--- config.mk ---
export PLATFORM = sky130hd
export DESIGN_NAME = multi_slot_repeat_timer
export DESIGN_NICKNAME = d
export VERILOG_FILES = /design/src/rtl/core/msrt_pkg.sv /design/src/rtl/core/multi_slot_repeat_timer.sv
export SDC_FILE = /design/constraint.sdc
export NUM_CORES = 2
export LEC_CHECK = 0
export BUFFER_PORTS_ARGS = -buffer_cell sky130_fd_sc_hd__buf_2
export CORE_AREA = 10 10 512 414
export DETAILED_ROUTE_END_ITERATION = 8
export DIE_AREA = 0 0 522 424
export GPL_ROUTABILITY_DRIVEN = 0
export PLACE_DENSITY_LB_ADDON = 0.08
export SYNTH_ARGS = -nofsm -noshare
export SYNTH_HDL_FRONTEND = slang
export SYNTH_SLANG_ARGS = --single-unit
--- constraint.sdc ---
create_clock -name clk -period 23.4 [get_ports clk]
set_input_delay 4.68 -clock clk [delete_from_list [all_inputs] [get_ports clk]]
set_output_delay 4.68 -clock clk [all_outputs]
set_load 0.01 [all_outputs]
--- src/rtl/core/msrt_pkg.sv ---
// Shared types for the multi-slot repeat timer: command codes and the
// packed input and result records. No dependencies.
package msrt_pkg;

  typedef enum logic [1:0] {
    CMD_START   = 2'd0,
    CMD_RESTART = 2'd1,
    CMD_CANCEL  = 2'd2,
    CMD_TICK    = 2'd3
  } cmd_t;

  // Most results a single tick reports.
  localparam int MAX_RESULTS = 16;

  typedef struct packed {
    logic [1:0]        command;
    logic [3:0]        slot_id;
    logic signed [7:0] repeat_count;
    logic [31:0]       timeout_ticks;
  } in_t;

  typedef struct packed {
    logic       status;
    logic [3:0] slot;
    logic       fired;
    logic       retired;
    logic [4:0] active_count;
    logic       last;
  } out_t;

endpackage

--- src/rtl/core/multi_slot_repeat_timer.sv ---
// Multi-slot repeat timer: slot table in a memory with registered read, valid bits
// in flops, sequential scan for start and tick. Depends on msrt_pkg.
// Restart/cancel go from idle straight to the flush state; start scans for a free
// slot in S_FIND, then flushes; tick walks the table memory one slot per cycle in
// S_EVAL, held while the result register is held by out_ready low, then flushes.
// Throughput: one item at a time; the next transfer is taken after the last result
// is loaded. Reset clears valid bits, clock, counters and handshake; memory is not
// cleared, entries are gated by their valid bits.
module multi_slot_repeat_timer #(
  parameter int NUM_SLOTS = 16
) (
  input  logic           clk,
  input  logic           rst,
  input  logic           in_valid,
  output logic           in_ready,
  input  msrt_pkg::in_t  in_data,
  output logic           out_valid,
  input  logic           out_ready,
  output msrt_pkg::out_t out_data
);

  localparam int IW = (NUM_SLOTS > 1) ? $clog2(NUM_SLOTS) : 1;
  localparam int CW = $clog2(NUM_SLOTS + 1);
  localparam logic [IW-1:0] LAST_IDX = IW'(NUM_SLOTS - 1);

  typedef struct packed {
    logic [31:0]       start;
    logic [31:0]       timeout;
    logic signed [7:0] repeats;
  } slot_entry_t;

  typedef enum logic [1:0] {
    S_IDLE,
    S_FIND,
    S_EVAL,
    S_FLUSH
  } state_t;

  state_t state;

  slot_entry_t mem [NUM_SLOTS];
  slot_entry_t rd_data;
  slot_entry_t wr_data;
  logic        rd_en;
  logic        wr_en;
  logic [IW-1:0] rd_addr;
  logic [IW-1:0] wr_addr;

  logic [NUM_SLOTS-1:0] slot_valid;
  logic [31:0]          tick_now;
  logic [CW-1:0]        valid_total;
  logic [IW-1:0]        scan_idx;
  logic [4:0]           fire_cnt;
  msrt_pkg::out_t       pend;
  logic                 pend_has;
  logic signed [7:0]    req_rep;
  logic [31:0]          req_tmo;

  logic              accept;
  logic [IW+3:0]     id_ext;
  logic [IW-1:0]     id_idx;
  logic              id_ok;
  logic [31:0]       elapsed;
  logic              expire;
  logic signed [7:0] rep_dec;
  logic              retire;
  logic              report;
  logic              out_free;
  logic              eval_stall;
  logic [CW-1:0]     total_after;
  logic              out_load;
  msrt_pkg::out_t    out_next;

  function automatic logic [3:0] slot_field(logic [IW-1:0] i);
    logic [IW+3:0] e;
    e = (IW+4)'(i);
    return e[3:0];
  endfunction

  function automatic logic [4:0] cnt_field(logic [CW-1:0] c);
    logic [CW+4:0] e;
    e = (CW+5)'(c);
    return e[4:0];
  endfunction

  function automatic msrt_pkg::out_t mk_out(logic st, logic [3:0] sl, logic fi, logic re,
                                            logic [4:0] cnt, logic la);
    msrt_pkg::out_t r;
    r.status       = st;
    r.slot         = sl;
    r.fired        = fi;
    r.retired      = re;
    r.active_count = cnt;
    r.last         = la;
    return r;
  endfunction

  assign in_ready = (state == S_IDLE);
  assign accept   = in_valid && in_ready;
  assign id_ext   = (IW+4)'(in_data.slot_id);
  assign id_idx   = id_ext[IW-1:0];
  assign id_ok    = (id_ext < (IW+4)'(NUM_SLOTS)) && slot_valid[id_idx];

  // Expiry check on the entry held in the registered read data
  assign elapsed     = tick_now - rd_data.start;
  assign expire      = slot_valid[scan_idx] && (elapsed >= rd_data.timeout);
  assign rep_dec     = (rd_data.repeats > 8'sd0) ? rd_data.repeats - 8'sd1 : rd_data.repeats;
  assign retire      = (rep_dec == 8'sd0);
  assign total_after = retire ? valid_total - CW'(1) : valid_total;
  assign report      = (fire_cnt < 5'(msrt_pkg::MAX_RESULTS));
  assign out_free    = !out_valid || out_ready;
  // A new reported firing pushes the held one out, which needs a free result register
  assign eval_stall  = expire && report && pend_has && !out_free;

  always_comb begin
    rd_en    = 1'b0;
    rd_addr  = '0;
    wr_en    = 1'b0;
    wr_addr  = '0;
    wr_data  = '0;
    out_load = 1'b0;
    out_next = pend;
    case (state)
      S_IDLE: begin
        if (accept) begin
          if (in_data.command == msrt_pkg::CMD_RESTART && id_ok) begin
            wr_en           = 1'b1;
            wr_addr         = id_idx;
            wr_data.start   = tick_now;
            wr_data.timeout = in_data.timeout_ticks;
            wr_data.repeats = in_data.repeat_count;
          end
          if (in_data.command == msrt_pkg::CMD_TICK) begin
            rd_en = 1'b1;
          end
        end
      end
      S_FIND: begin
        if (!slot_valid[scan_idx]) begin
          wr_en           = 1'b1;
          wr_addr         = scan_idx;
          wr_data.start   = tick_now;
          wr_data.timeout = req_tmo;
          wr_data.repeats = req_rep;
        end
      end
      S_EVAL: begin
        if (!eval_stall) begin
          if (expire) begin
            wr_en           = 1'b1;
            wr_addr         = scan_idx;
            wr_data.start   = tick_now;
            wr_data.timeout = rd_data.timeout;
            wr_data.repeats = rep_dec;
          end
          // Held firing goes out once a later one shows it was not the last
          if (expire && report && pend_has) begin
            out_load = 1'b1;
          end
          if (scan_idx != LAST_IDX) begin
            rd_en   = 1'b1;
            rd_addr = scan_idx + IW'(1);
          end
        end
      end
      S_FLUSH: begin
        if (out_free) begin
          out_load      = 1'b1;
          out_next.last = 1'b1;
        end
      end
      default: begin
      end
    endcase
  end

  always_ff @(posedge clk) begin
    if (wr_en) begin
      mem[wr_addr] <= wr_data;
    end
    if (rd_en) begin
      rd_data <= mem[rd_addr];
    end
  end

  always_ff @(posedge clk) begin
    if (rst) begin
      state       <= S_IDLE;
      slot_valid  <= '0;
      tick_now    <= '0;
      valid_total <= '0;
      scan_idx    <= '0;
      fire_cnt    <= '0;
      pend_has    <= 1'b0;
      out_valid   <= 1'b0;
    end else begin
      if (out_load) begin
        out_data  <= out_next;
        out_valid <= 1'b1;
      end else if (out_ready) begin
        out_valid <= 1'b0;
      end
      case (state)
        S_IDLE: begin
          if (accept) begin
            case (in_data.command)
              msrt_pkg::CMD_START: begin
                req_rep  <= in_data.repeat_count;
                req_tmo  <= in_data.timeout_ticks;
                scan_idx <= '0;
                state    <= S_FIND;
              end
              msrt_pkg::CMD_RESTART: begin
                pend  <= mk_out(!id_ok, in_data.slot_id, 1'b0, 1'b0,
                                cnt_field(valid_total), 1'b1);
                state <= S_FLUSH;
              end
              msrt_pkg::CMD_CANCEL: begin
                if (id_ok) begin
                  slot_valid[id_idx] <= 1'b0;
                  valid_total        <= valid_total - CW'(1);
                  pend <= mk_out(1'b0, in_data.slot_id, 1'b0, 1'b0,
                                 cnt_field(valid_total - CW'(1)), 1'b1);
                end else begin
                  pend <= mk_out(1'b1, in_data.slot_id, 1'b0, 1'b0,
                                 cnt_field(valid_total), 1'b1);
                end
                state <= S_FLUSH;
              end
              msrt_pkg::CMD_TICK: begin
                tick_now <= tick_now + 32'd1;
                scan_idx <= '0;
                fire_cnt <= '0;
                pend_has <= 1'b0;
                state    <= S_EVAL;
              end
              default: begin
                state <= S_IDLE;
              end
            endcase
          end
        end
        S_FIND: begin
          if (!slot_valid[scan_idx]) begin
            slot_valid[scan_idx] <= 1'b1;
            valid_total          <= valid_total + CW'(1);
            pend  <= mk_out(1'b0, slot_field(scan_idx), 1'b0, 1'b0,
                            cnt_field(valid_total + CW'(1)), 1'b1);
            state <= S_FLUSH;
          end else if (scan_idx == LAST_IDX) begin
            pend  <= mk_out(1'b1, 4'd0, 1'b0, 1'b0, cnt_field(valid_total), 1'b1);
            state <= S_FLUSH;
          end else begin
            scan_idx <= scan_idx + IW'(1);
          end
        end
        S_EVAL: begin
          if (!eval_stall) begin
            if (expire) begin
              if (retire) begin
                slot_valid[scan_idx] <= 1'b0;
                valid_total          <= total_after;
              end
              if (report) begin
                pend     <= mk_out(1'b0, slot_field(scan_idx), 1'b1, retire,
                                   cnt_field(total_after), 1'b0);
                pend_has <= 1'b1;
                fire_cnt <= fire_cnt + 5'd1;
              end
            end
            if (scan_idx == LAST_IDX) begin
              if (!pend_has && !(expire && report)) begin
                pend <= mk_out(1'b0, 4'd0, 1'b0, 1'b0, cnt_field(valid_total), 1'b1);
              end
              state <= S_FLUSH;
            end else begin
              scan_idx <= scan_idx + IW'(1);
            end
          end
        end
        S_FLUSH: begin
          if (out_free) begin
            state <= S_IDLE;
          end
        end
        default: begin
          state <= S_IDLE;
        end
      endcase
    end
  end

endmodule

==> flow_summary.json <==
{
  "cts_tree": "yes",
  "ir_drop_uv": 68.4,
  "synth_edf_count": 1290,
  "nets": 4040,
  "layout_common_cells": "edfxtp_1, nor2_1, o21ai_0",
  "drtPass1Iterations": 6,
  "mostFrequentLayoutCell": "edfxtp_1",
  "antenna_found_initial": 9,
  "avgViaCountPerCell": 5.11,
  "fin_crit_ns": 9.65,
  "die_width_microns": 522,
  "start_util_pct": 27.8,
  "grt_pass1_vias": 34353,
  "startpoint_type": "flip-flop",
  "syn_area_sq_um": 56200,
  "vias": 34441,
  "h-tree-depth": 4,
  "yosysUniqueCellTypes": 75,
  "ctsResizeCount": 0,
  "slew_viol_final": 0,
  "powerDensity_nw_per_um2": 115,
  "synth_fp_nets": 3983,
  "die_h_microns": 424,
  "r2r_slack_ns": 13.75,
  "yosysTopAreaCell": "edfxtp_1",
  "cp_num_buf_inv": 4,
  "drc": 0,
  "numCtsBuffers": 150,
  "reg2reg_to": "mem[10][47]$_DFFE_PP_",
  "status": "finished, final reports clean",
  "crit_slowest_cell": "nor2_4",
  "setup_viol": 0,
  "drtAntennaViolNets": 0,
  "layout-drive-gt1-share_pct": 12.7,
  "ioPinCount": 65,
  "synth_area_per_cell_sq_um": 14.6,
  "dieArea_sq_um": 221000,
  "grt_usage_pct": 16.8,
  "end_kind": "flip-flop",
  "ys.flop_type": "edfxtp_1",
  "maxCapViolations": 0,
  "clkTransAtPathRegs_ns": 0.06,
  "cts_setup_buffers": 0,
  "areaGrowthSynthToFinish_pct": 15.2,
  "wire_per_inst_microns": 28.3,
  "grt.overflow.total": 0,
  "r2r-start": "tick_now[0]$_SDFFE_PP0P_",
  "critPathMaxStageDelay_ns": 0.84,
  "synth-async-reset-ratio_pct": 0,
  "hold_violations": 0,
  "wl_microns": 191000,
  "tightest_slew_ns": 1.29,
  "whs_path_depth": 0,
  "crit_arrival_ns": 10.06,
  "cts_buffer_depth": 3,
  "postCtsHoldBufs": 0,
  "clock_latency_ns": 0.79,
  "io_buffers": 64,
  "grt_max_degree": 118,
  "clock_skew_ns": 0.0607,
  "crit_family": "compound AO/OA/AOI/OAI gates",
  "ys_warn_count": 0,
  "min_from": "out_next[11]$_DFFE_PP_",
  "worstHoldEndpoint": "out_data[11]$_DFFE_PP_",
  "fmax_ghz": 0.104,
  "rsz0062_at_grt": "no",
  "yosysSeqAreaShare_pct": 71.3,
  "grt_pass1_wl_microns": 270000,
  "critPathRequiredTime_ns": 23.81,
  "drt_first_iter_violations": 3046,
  "hp-class": "flip-flop to flip-flop",
  "power.total_w": 0.00746,
  "reg2reg_depth": 26,
  "syn-instance-count": 3851,
  "slew_headroom_pct": 13.6,
  "clock-root-buffer": "clkbuf_16",
  "critPathMostFrequentCell": "a21oi_1",
  "synth_area_leaders": "edfxtp_1, mux4_2, nor2_1, o21ai_0, dfxtp_1",
  "synth_top_area_share_pct": 68.9,
  "leakagePower_nw": 20.9,
  "cp_max_fo": 29,
  "core_sq_um": 202000,
  "ys_ff_latch": 1356,
  "cp_num_cells": 26,
  "critPathKind": "flip-flop to flip-flop",
  "tns_ns": 0,
  "hpwl_microns": 107000,
  "timing.hold.ws_ns": 0.460,
  "fin_crit_sh_pct": 41.2,
  "rows": 148,
  "cts_sinks": 1356
}
==> logic make-up after synthesis <==
group,count (synthesis),synth area share [%]
compound gates,880,10.8
xor+xnor,64,0.997
fa+ha+maj,82,1.84
buf+inv,356,2.53
flops,1356,71.3
mux,166,4.76
simple gates,947,7.84
==> layout make-up <==
| class | instances | area, sq um |
|---|---|---|
| Timing Repair Buffer | 167 | 1130 |
| Tap cell | 2700 | 3380 |
| Antenna cell | 3 | 7.51 |
| Sequential cell | 1356 | 40100 |
| Clock buffer | 195 | 4000 |
| Clock inverter | 80 | 848 |
| Multi-Input combinational cell | 2139 | 15000 |
| Inverter | 94 | 360 |
| Fill cell | 19829 | 137000 |
==> synth_stat cells (39+ instances only) <==
library cell,number
mux2i_1,84
clkbuf_1,207
nand3_1,98
a221oi_1,76
a222oi_1,39
nor2_1,365
inv_1,93
o221ai_1,73
ha_1,81
edfxtp_1,1290
a211oi_1,84
dfxtp_1,66
nand2_1,96
nor3_1,237
o31ai_1,76
o22ai_1,75
mux4_2,81
o21ai_0,266
a21oi_1,82
and2_1,42
==> sequential cells by signal, summed over array words and instances, names as in the netlist <==
register,flops
scan_idx,4
state,2
out_valid,1
req_tmo,32
valid_total,5
slot_valid,16
out_data,13
out_next,12
pend_has,1
req_rep,8
pend,1
mem,1152
fire_cnt,5
tick_now,32
rd_data,72
==> where the power goes <==
group	switching, W	internal (W)
combinational	0.00145	0.000566
clock	0.00102	0.00136
sequential	0.000127	0.00294
==> worst register-to-register path, cell delays in order, from the launching register on <==
cell and delay, ns:
dfxtp_1 0.36, inv_1 0.11, ha_1 0.18, inv_1 0.06, fa_1 0.39, a21oi_1 0.26
o211ai_1 0.20, nor4b_1 0.65, nor3b_1 0.19, o211ai_1 0.35, a31oi_1 0.17, and4_1 0.23
a2111oi_0 0.65, a21oi_1 0.18, xor2_1 0.19, ha_1 0.30, a21o_1 0.16, a21oi_1 0.14
o21ai_0 0.14, a31oi_2 0.76, o31ai_1 0.33, a22oi_1 0.55, nand2b_1 0.20, or2_1 0.36
nor2_4 0.84, buf_4 0.66, buf_4 0.67
==> metrics by stage <==
stage / worst slack (ns) / cell area, sq um / std cells / util (%)
after floorplan: 10.81 / 56200 / 3851 / -
after global placement: 13.27 / 59900 / 6456 / 29.6
after detailed placement: 13.25 / 59900 / 6456 / 29.6
after CTS: 13.64 / 64700 / 6731 / 32.0
after global routing: 13.08 / 64700 / 6732 / 32.0
final: 13.75 / 64800 / 6734 / 32.1
==> worst max path at each step <==
stage | end | from | slack (ns)
after floorplan | mem[1][0]$_DFFE_PP_ | in_data[40] | 10.81
after global placement | mem[10][31]$_DFFE_PP_ | in_data[40] | 13.27
after detailed placement | mem[10][46]$_DFFE_PP_ | in_data[40] | 13.25
after CTS | mem[10][47]$_DFFE_PP_ | tick_now[0]$_SDFFE_PP0P_ | 13.64
after global routing | mem[10][17]$_DFFE_PP_ | tick_now[0]$_SDFFE_PP0P_ | 13.08
final | mem[10][47]$_DFFE_PP_ | tick_now[0]$_SDFFE_PP0P_ | 13.75
==> layer usage <==
layer,share of wire (%),track usage (%),vias up
met2,45,25.7,892
met1,49,25.1,17972
met4,1.7,3.27,0
met5,0,0,-
li1,-,-,15372
met3,4.8,2.59,205
Note: power is estimated with default switching activity, not from simulation.
